[config.mk]
export PLATFORM = sky130hd
export DESIGN_NAME = n_queens_solution_enumerator
export DESIGN_NICKNAME = d
export VERILOG_FILES = /design/src/nq_pkg.sv /design/src/nq_datapath.sv /design/src/nq_ctrl.sv /design/src/n_queens_solution_enumerator.sv
export SDC_FILE = /design/constraint.sdc
export NUM_CORES = 1
export LEC_CHECK = 0
export BUFFER_PORTS_ARGS = -buffer_cell sky130_fd_sc_hd__buf_2
export CAP_MARGIN = 10
export CORE_MARGIN = 10
export CORE_UTILIZATION = 30
export CTS_BUF_LIST = sky130_fd_sc_hd__clkbuf_4
export DETAILED_ROUTE_END_ITERATION = 7
export REMOVE_ABC_BUFFERS = 1
export SLEW_MARGIN = 40
export SYNTH_ARGS = -nofsm -noshare
export SYNTH_HDL_FRONTEND = slang
export SYNTH_SLANG_ARGS = --single-unit
[constraint.sdc]
create_clock -name clock -period 8.2 [get_ports clock]
set_clock_uncertainty 0.05 [all_clocks]
set_input_delay 1.23 -clock clock [delete_from_list [all_inputs] [get_ports clock]]
set_output_delay 1.23 -clock clock [all_outputs]
set_load 0.01 [all_outputs]
[src/nq_pkg.sv]
// Shared types and constants for the N-queens enumerator.
`timescale 1ns / 1ps

package nq_pkg;

   // Width of the board size register and of the result index fields
   localparam int FIELD_W = 5;

   // Board size after reset
   localparam logic [FIELD_W-1:0] BOARD_RESET = 5'd8;

   // Datapath operations issued by the controller
   typedef enum logic [3:0] {
      OP_NONE,
      OP_CLEAR,
      OP_START,
      OP_LOAD,
      OP_CHECK,
      OP_BACK,
      OP_EMIT,
      OP_FINISH,
      OP_EXHAUST
   } dp_op_type;

   // Datapath status returned to the controller
   typedef struct packed {
      logic exhausted;   // no further solutions exist
      logic col_over;    // candidate column is past the board edge
      logic chk_done;    // every earlier row has been compared
      logic conflict;    // compared row shares a column or diagonal
      logic row_zero;    // backtracked above the first row
      logic row_is_n;    // current row is the last row of the board
      logic emit_last;   // next result row is the last one
      logic out_free;    // result register can take a new item
   } dp_status_type;

endpackage

[src/nq_datapath.sv]
// Placement store, conflict check and result register of the N-queens enumerator.
`timescale 1ns / 1ps

module nq_datapath #(
   parameter int MAX_SIZE = 16
) (
   input  logic                        clock,
   input  logic                        reset,
   input  nq_pkg::dp_op_type           op,
   output nq_pkg::dp_status_type       status,
   input  logic                        csr_wr_en,
   input  logic [nq_pkg::FIELD_W-1:0]  csr_wr_data,
   output logic                        rsp_valid,
   input  logic                        rsp_stall,
   output logic [nq_pkg::FIELD_W-1:0]  rsp_row_index,
   output logic [nq_pkg::FIELD_W-1:0]  rsp_column_index,
   output logic                        rsp_found,
   output logic                        rsp_last
);
   import nq_pkg::*;

   // Rows, columns and counters hold 0 .. MAX_SIZE + 1
   localparam int VW = $clog2(MAX_SIZE + 2);
   // Row store is indexed 1 .. MAX_SIZE, entry 0 unused
   localparam int QD = MAX_SIZE + 1;
   localparam int AW = $clog2(QD);
   localparam logic [VW-1:0] ONE   = VW'(1);
   localparam logic [VW-1:0] MAX_V = VW'(MAX_SIZE);

   logic [FIELD_W-1:0] board_ff, board_in;
   logic [VW-1:0]      queen_ff [QD];
   logic [VW-1:0]      cur_row_ff, cur_row_in;
   logic               exh_ff, exh_in;
   logic [VW-1:0]      row_ff, row_in;
   logic [VW-1:0]      col_ff, col_in;
   logic [VW-1:0]      chk_ff, chk_in;
   logic [VW-1:0]      k_ff, k_in;
   logic               rsp_valid_ff, rsp_valid_in;
   logic [FIELD_W-1:0] rsp_row_ff, rsp_row_in;
   logic [FIELD_W-1:0] rsp_col_ff, rsp_col_in;
   logic               rsp_found_ff, rsp_found_in;
   logic               rsp_last_ff, rsp_last_in;

   logic [VW-1:0]      n_use;
   logic [VW-1:0]      start_row;
   logic [VW-1:0]      rd_addr;
   logic [VW-1:0]      rd_data;
   logic [VW-1:0]      dr;
   logic [VW-1:0]      dc;
   logic               col_over;
   logic               chk_done;
   logic               conflict;
   logic               q_we;
   logic [VW-1:0]      q_wa;
   logic [VW-1:0]      q_wd;
   logic               clear_all;
   logic               load_out;

   // Clamp the board size into 1 .. MAX_SIZE
   always_comb begin
      if (board_ff == '0) begin
         n_use = ONE;
      end else if (int'(board_ff) > MAX_SIZE) begin
         n_use = MAX_V;
      end else begin
         n_use = VW'(board_ff);
      end
   end

   // Resume row, kept inside the board
   always_comb begin
      if (cur_row_ff < ONE) begin
         start_row = ONE;
      end else if (cur_row_ff > n_use) begin
         start_row = n_use;
      end else begin
         start_row = cur_row_ff;
      end
   end

   // Select the one read address of the row store
   always_comb begin
      case (op)
         OP_CHECK:  rd_addr = chk_ff;
         OP_EMIT:   rd_addr = k_ff;
         OP_FINISH: rd_addr = n_use;
         default:   rd_addr = row_ff;
      endcase
   end

   assign rd_data = queen_ff[rd_addr[AW-1:0]];

   // Compare the candidate against one earlier row
   assign col_over = col_ff > n_use;
   assign chk_done = chk_ff == row_ff;
   assign dr       = row_ff - chk_ff;
   assign dc       = (col_ff > rd_data) ? (col_ff - rd_data) : (rd_data - col_ff);
   assign conflict = (rd_data == col_ff) || (dc == dr);

   // Next-state logic of the search registers
   always_comb begin
      board_in     = board_ff;
      cur_row_in   = cur_row_ff;
      exh_in       = exh_ff;
      row_in       = row_ff;
      col_in       = col_ff;
      chk_in       = chk_ff;
      k_in         = k_ff;
      rsp_row_in   = rsp_row_ff;
      rsp_col_in   = rsp_col_ff;
      rsp_found_in = rsp_found_ff;
      rsp_last_in  = rsp_last_ff;
      q_we         = 1'b0;
      q_wa         = row_ff;
      q_wd         = ONE;
      clear_all    = 1'b0;
      load_out     = 1'b0;

      case (op)
         OP_CLEAR: begin
            clear_all = 1'b1;
         end
         OP_START: begin
            row_in = start_row;
            k_in   = ONE;
         end
         OP_LOAD: begin
            col_in = rd_data;
            chk_in = ONE;
         end
         OP_CHECK: begin
            if (col_over) begin
               // no column left: reset this row and step back
               q_we   = 1'b1;
               q_wd   = ONE;
               row_in = row_ff - ONE;
            end else if (chk_done) begin
               // place the queen and advance
               q_we   = 1'b1;
               q_wd   = col_ff;
               row_in = row_ff + ONE;
            end else if (conflict) begin
               col_in = col_ff + ONE;
               chk_in = ONE;
            end else begin
               chk_in = chk_ff + ONE;
            end
         end
         OP_BACK: begin
            col_in = rd_data + ONE;
            chk_in = ONE;
         end
         OP_EMIT: begin
            load_out     = 1'b1;
            rsp_row_in   = FIELD_W'(k_ff);
            rsp_col_in   = FIELD_W'(rd_data);
            rsp_found_in = 1'b1;
            rsp_last_in  = k_ff == n_use;
            k_in         = k_ff + ONE;
         end
         OP_FINISH: begin
            // move the last queen one column right for the next request
            q_we       = 1'b1;
            q_wa       = n_use;
            q_wd       = rd_data + ONE;
            cur_row_in = n_use;
         end
         OP_EXHAUST: begin
            load_out     = 1'b1;
            rsp_row_in   = '0;
            rsp_col_in   = '0;
            rsp_found_in = 1'b0;
            rsp_last_in  = 1'b1;
            exh_in       = 1'b1;
         end
         default: begin
         end
      endcase

      if (csr_wr_en) begin
         board_in  = csr_wr_data;
         clear_all = 1'b1;
      end

      if (clear_all) begin
         cur_row_in = ONE;
         exh_in     = 1'b0;
      end

      if (load_out) begin
         rsp_valid_in = 1'b1;
      end else begin
         rsp_valid_in = rsp_valid_ff && rsp_stall;
      end
   end

   // Control registers
   always_ff @(posedge clock) begin
      if (reset) begin
         board_ff     <= BOARD_RESET;
         cur_row_ff   <= ONE;
         exh_ff       <= 1'b0;
         rsp_valid_ff <= 1'b0;
      end else begin
         board_ff     <= board_in;
         cur_row_ff   <= cur_row_in;
         exh_ff       <= exh_in;
         rsp_valid_ff <= rsp_valid_in;
      end
   end

   // Row store: all columns back to one on reset, restart or size write
   always_ff @(posedge clock) begin
      if (reset || clear_all) begin
         for (int i = 0; i < QD; i++) begin
            queen_ff[i] <= ONE;
         end
      end else if (q_we) begin
         queen_ff[q_wa[AW-1:0]] <= q_wd;
      end
   end

   // Working and result payload registers
   always_ff @(posedge clock) begin
      row_ff       <= row_in;
      col_ff       <= col_in;
      chk_ff       <= chk_in;
      k_ff         <= k_in;
      rsp_row_ff   <= rsp_row_in;
      rsp_col_ff   <= rsp_col_in;
      rsp_found_ff <= rsp_found_in;
      rsp_last_ff  <= rsp_last_in;
   end

   // Report status
   always_comb begin
      status.exhausted = exh_ff;
      status.col_over  = col_over;
      status.chk_done  = chk_done;
      status.conflict  = conflict;
      status.row_zero  = row_ff == '0;
      status.row_is_n  = row_ff == n_use;
      status.emit_last = k_ff == n_use;
      status.out_free  = !rsp_valid_ff || !rsp_stall;
   end

   assign rsp_valid        = rsp_valid_ff;
   assign rsp_row_index    = rsp_row_ff;
   assign rsp_column_index = rsp_col_ff;
   assign rsp_found        = rsp_found_ff;
   assign rsp_last         = rsp_last_ff;

endmodule

[src/nq_ctrl.sv]
// Search controller state machine of the N-queens enumerator.
`timescale 1ns / 1ps

module nq_ctrl (
   input  logic                  clock,
   input  logic                  reset,
   input  logic                  req_valid,
   output logic                  req_stall,
   input  logic                  req_restart,
   input  nq_pkg::dp_status_type status,
   output nq_pkg::dp_op_type     op
);
   import nq_pkg::*;

   typedef enum logic [7:0] {
      S_IDLE    = 8'b0000_0001,
      S_START   = 8'b0000_0010,
      S_LOAD    = 8'b0000_0100,
      S_CHECK   = 8'b0000_1000,
      S_BACK    = 8'b0001_0000,
      S_EMIT    = 8'b0010_0000,
      S_FINISH  = 8'b0100_0000,
      S_EXHAUST = 8'b1000_0000
   } ctrl_state_type;

   ctrl_state_type state_ff, state_in;

   // Take a request only when no search is running
   assign req_stall = state_ff != S_IDLE;

   // Sequence the search
   always_comb begin
      state_in = state_ff;
      op       = OP_NONE;
      case (state_ff)
         S_IDLE: begin
            if (req_valid) begin
               op       = req_restart ? OP_CLEAR : OP_NONE;
               state_in = S_START;
            end
         end
         S_START: begin
            op       = OP_START;
            state_in = status.exhausted ? S_EXHAUST : S_LOAD;
         end
         S_LOAD: begin
            op       = OP_LOAD;
            state_in = S_CHECK;
         end
         S_CHECK: begin
            op = OP_CHECK;
            if (status.col_over) begin
               state_in = S_BACK;
            end else if (status.chk_done) begin
               state_in = status.row_is_n ? S_EMIT : S_LOAD;
            end
         end
         S_BACK: begin
            // advance the row above, or give up above the first row
            if (status.row_zero) begin
               state_in = S_EXHAUST;
            end else begin
               op       = OP_BACK;
               state_in = S_CHECK;
            end
         end
         S_EMIT: begin
            if (status.out_free) begin
               op = OP_EMIT;
               if (status.emit_last) begin
                  state_in = S_FINISH;
               end
            end
         end
         S_FINISH: begin
            op       = OP_FINISH;
            state_in = S_IDLE;
         end
         S_EXHAUST: begin
            if (status.out_free) begin
               op       = OP_EXHAUST;
               state_in = S_IDLE;
            end
         end
         default: begin
            state_in = S_IDLE;
         end
      endcase
   end

   always_ff @(posedge clock) begin
      if (reset) begin
         state_ff <= S_IDLE;
      end else begin
         state_ff <= state_in;
      end
   end

endmodule

[src/n_queens_solution_enumerator.sv]
// Top level of the N-queens enumerator: controller, datapath and checks.
//
//   channel  dir  handshake            payload
//   req      in   req_valid/req_stall  req_restart
//   rsp      out  rsp_valid/rsp_stall  rsp_row_index, rsp_column_index, rsp_found, rsp_last
//   csr      in   csr_wr_en            csr_wr_data (board size)
//
// A request passes a start step, then compares each candidate column against the earlier
// rows one at a time, loads each new row before placing it and steps back a row when no
// column is left; it then emits the solution rows and finishes. The exhausted result
// follows once the search gives up. Run length depends on board size and position.
// Reset is synchronous; the board size returns to 8 and the search to its start.
// A stalled result holds in the output register; the search waits on it only to emit.
`timescale 1ns / 1ps

module n_queens_solution_enumerator #(
   parameter int MAX_SIZE = 16
) (
   input  logic                        clock,
   input  logic                        reset,
   input  logic                        req_valid,
   output logic                        req_stall,
   input  logic                        req_restart,
   output logic                        rsp_valid,
   input  logic                        rsp_stall,
   output logic [nq_pkg::FIELD_W-1:0]  rsp_row_index,
   output logic [nq_pkg::FIELD_W-1:0]  rsp_column_index,
   output logic                        rsp_found,
   output logic                        rsp_last,
   input  logic                        csr_wr_en,
   input  logic [nq_pkg::FIELD_W-1:0]  csr_wr_data
);
   import nq_pkg::*;

   dp_op_type     op;
   dp_status_type status;

   nq_ctrl u_ctrl (
      .clock       (clock),
      .reset       (reset),
      .req_valid   (req_valid),
      .req_stall   (req_stall),
      .req_restart (req_restart),
      .status      (status),
      .op          (op)
   );

   nq_datapath #(
      .MAX_SIZE (MAX_SIZE)
   ) u_datapath (
      .clock            (clock),
      .reset            (reset),
      .op               (op),
      .status           (status),
      .csr_wr_en        (csr_wr_en),
      .csr_wr_data      (csr_wr_data),
      .rsp_valid        (rsp_valid),
      .rsp_stall        (rsp_stall),
      .rsp_row_index    (rsp_row_index),
      .rsp_column_index (rsp_column_index),
      .rsp_found        (rsp_found),
      .rsp_last         (rsp_last)
   );

   // A solution row always names a real row and column
   a_found_nonzero: assert property (@(posedge clock) disable iff (reset)
      rsp_valid && rsp_found |-> rsp_row_index != '0 && rsp_column_index != '0)
      else $error("solution row with zero index");

   // The exhausted result is a single, final, all-zero item
   a_exhausted_form: assert property (@(posedge clock) disable iff (reset)
      rsp_valid && !rsp_found |-> rsp_last && rsp_row_index == '0 &&
                                  rsp_column_index == '0)
      else $error("malformed exhausted result");

   // An accepted request keeps the block busy in the next cycle
   a_busy_after_accept: assert property (@(posedge clock) disable iff (reset)
      req_valid && !req_stall |=> req_stall)
      else $error("request accepted while a search could still start");

   // Row numbers of a solution count up by one until the last row
   a_row_sequence: assert property (@(posedge clock) disable iff (reset)
      rsp_valid && !rsp_stall && rsp_found && !rsp_last |=>
         !rsp_valid || (rsp_found && rsp_row_index == $past(rsp_row_index) + 5'd1))
      else $error("solution rows out of order");

endmodule
==> summary.txt <==
status = finished, final reports clean
Die Ht = 216 microns
htree depth = 2
Peak VDD IR = 68.4 uV
post-synth top area cell = edfxtp_1
nets = 1120
Site Rows = 71
Port-buffer cells = 24
I/O pin count = 25
worst setup path startpoint = u_ctrl.state_ff[6]
final setup fails = 0
Total Wirelength = 32400 microns
Setup crit end = u_datapath.col_ff[1]
total CTS buffers = 56
# resized after CTS = 0
maximum fanout along the worst path = 17
GRT Total Usage = 0.135
vias in the first global route = 8268
CTS tree = done
Yosys top cell area share = 0.498
first-pass GRT wire length = 49600 microns
Post-Syn Area = 0.0116 sq mm
Arrival @ worst endpoint = 7270 ps
Synth Area per Inst = 11.2 sq um
Critical Path Start Type = flop
worst rel slew slack = 0.428
Die ar. = 0.0468 sq mm
Required @ worst endpoint = 8550 ps
top cells by area, synth = edfxtp_1, nor2_1, mux2i_1
remaining global-route overflow = 0
Crit. End Element = flop
reg-to-reg endpoint = u_datapath.col_ff[1]
Routability Congestion = 0.936
Pwr Density = 183 mW/mm^2
Routed WL per cell = 20.0 microns
Initial Util = 0.306
Worst R2R Path Depth = 23
Slew Limit Fails = 0
DRC viols = 0
Synth Flop Type = edfxtp_1
initial antenna violation count = 1
CTS clk-pin slew, worst paths = 70 ps
clk sinks = 212
Final Hold Viols = 0
postcts setup bufs = 0
Setup Crit Path Kind = reg -> reg
synthesis warning total = 0
Multi-input gate area = 0.00488 sq mm
Via density = 5.24
Max-Cap Viols = 0
largest net degree at the start of global routing = 45
core area = 0.0378 sq mm
Post-DRT Antenna Nets = 0
DR iter-0 viols = 849
Design Power = 2.34 mW
sum of negative setup slack = 0 ps
DRT Pass-1 Iters = 5
root buffer cell = clkbuf_4
R2R Setup Slk = 1270 ps
Post-Syn Instances = 1030
Yosys reg bits = 212
Storage cell area = 0.00617 sq mm
via count = 8491
EDFF count, synth = 192
Layout area overhead = 10.3%
Final min period = 6930 ps
Die Width = 216 microns
post-DP HPWL = 22800 microns
filler cell count = 3883
worst r2r src = u_ctrl.state_ff[6]
Seq/Total Area, Yosys = 0.533
RSZ-0062 raised after global routing = no
Hold Buf Count CTS = 0
layout cells sized above 1 = 0.187
top achievable clock speed = 144 MHz
Fin Hold WS = 456 ps
clk_lat worst skew = 710 ps
Cell variety after synth = 106
final worst-path cycle share = 0.845
worst min path class = reg -> reg
asr flop ratio synth = 0
Worst Max-Slew Pin Slew = 858 ps
Leak = 4.61 nW
hold depth = 2
Bufs on Longest Clock Path = 3
-- how the worst min path moves through the flow --
stage | from | endpoint | slack, ps
after floorplan | u_datapath.cur_row_ff[4] | u_datapath.cur_row_ff[4] | 410
after global placement | u_datapath.exh_ff | u_datapath.exh_ff | 430
after detailed placement | u_datapath.cur_row_ff[4] | u_datapath.cur_row_ff[4] | 440
after CTS | u_datapath.cur_row_ff[4] | u_datapath.cur_row_ff[4] | 460
after global routing | u_datapath.exh_ff | u_datapath.exh_ff | 470
final | u_datapath.board_ff[0] | u_datapath.board_ff[0] | 460
-- cell usage after synthesis, types with 4 or more instances --
cell	instances
o31ai_1	5
a22oi_1	7
buf_2	15
o21a_1	6
a31oi_1	8
mux2i_1	45
or2_2	4
a221o_1	4
nor3_1	16
nand2b_1	4
a21oi_1	33
o221ai_1	4
o22ai_1	12
xor2_1	11
inv_1	32
o211ai_1	4
a21o_1	6
xnor2_1	27
clkbuf_1	19
nor2b_1	12
nand2_4	4
ha_1	30
nand3_1	59
a211oi_1	6
o21ai_0	28
or3_1	7
nor2_1	128
inv_2	5
fa_1	4
mux2_1	6
nand2_1	101
a311oi_1	5
edfxtp_1	192
dfxtp_1	20
nor2_2	18
nand4_1	4
buf_6	14
and2_1	7
mux2_2	4
and3_1	18
-- power by group --
part / leakage, nW / internal, mW / total [mW] / switching [mW]
Combinational: 2.09 / 0.0914 / 0.247 / 0.156
Clock: 0.389 / 0.431 / 0.871 / 0.440
Sequential: 2.13 / 1.20 / 1.22 / 0.0215
-- flip-flops by register name, summed over array words and instances, names as in the netlist, 5 cells and up --
| name | count |
|---|---|
| u_datapath.col_ff | 5 |
| u_datapath.board_ff | 5 |
| u_datapath.queen_ff | 160 |
| u_datapath.rsp_row_index | 5 |
| u_datapath.row_ff | 5 |
| u_datapath.k_ff | 5 |
| u_datapath.rsp_column_index | 5 |
| u_datapath.chk_ff | 5 |
| u_datapath.cur_row_ff | 5 |
| u_ctrl.state_ff | 8 |
-- critical path, stage by stage (launching register included) --
cell,delay [ps]
dfxtp_1,430
nor4_4,660
nand2b_1,150
or3_4,420
inv_2,160
o31a_2,490
nor2_4,210
buf_16,220
mux2_1,330
a221oi_1,440
nand4_1,210
o21a_4,200
ha_1,350
inv_1,90
o21bai_1,190
a21oi_1,90
nor2b_1,110
o21a_1,280
mux2i_1,290
o21ai_0,110
a221oi_1,300
xnor2_1,140
a211oi_1,450
nor2_1,200
-- through the flow --
stage,cells,worst slack (ps),cell area (sq um),util
finish,1620,1270,12800,0.337
global route,1620,805,12800,0.337
CTS,1618,1360,12700,0.337
detailed placement,1527,1000,12100,0.320
global placement,1526,947,12100,0.319
floorplan,974,1770,11200,-
-- cell families (layout without fill, tap and decap cells) --
| logic type | Yosys count | in the layout | synth area share |
|---|---|---|---|
| simple gates | 413 | 413 | 0.180 |
| flops | 212 | 212 | 0.533 |
| compound gates | 184 | 184 | 0.122 |
| buf+inv | 94 | 172 | 0.0479 |
| mux | 55 | 55 | 0.0487 |
| xor+xnor | 38 | 38 | 0.0288 |
| fa+ha+maj | 34 | 34 | 0.0394 |
| other cells | 0 | 1 | 0 |
-- metal layers --
metal / global-route usage / share of wire / vias to the layer above
li1: - / - / 3933
met1: 0.182 / 0.44 / 4178
met2: 0.214 / 0.46 / 322
met3: 0.0244 / 0.071 / 58
met4: 0.0459 / 0.024 / 0
met5: 0 / 0 / -
-- placed cells by master (no fill, tap or decap), drive strengths merged, types with 7 or more instances in the layout --
cell      n
o22ai    12
a22oi     8
nor3     18
dfxtp    20
and3     18
clkbuf   77
a311oi    7
xor2     11
ha       30
or3       8
xnor2    27
and2      7
mux2i    45
edfxtp  192
o21ai    30
a31oi     8
nor2b    12
o21a      7
mux2     10
nor2    148
nand3    60
nand2   106
o31ai     7
a21oi    34
a211oi    7
nor4      7
buf      43
clkinv   12
inv      40
-- layout make-up --
cell class / count / share of cell area
inverter: 38 / 0.0114
timing repair buffer: 43 / 0.0222
clock inverter: 14 / 0.00510
multi-input combinational: 724 / 0.382
tap: 511 / 0.0501
clock buffer: 77 / 0.0453
antenna: 1 / 0.000196
sequential: 212 / 0.483
No activity file was read; power rests on OpenSTA's default activity.
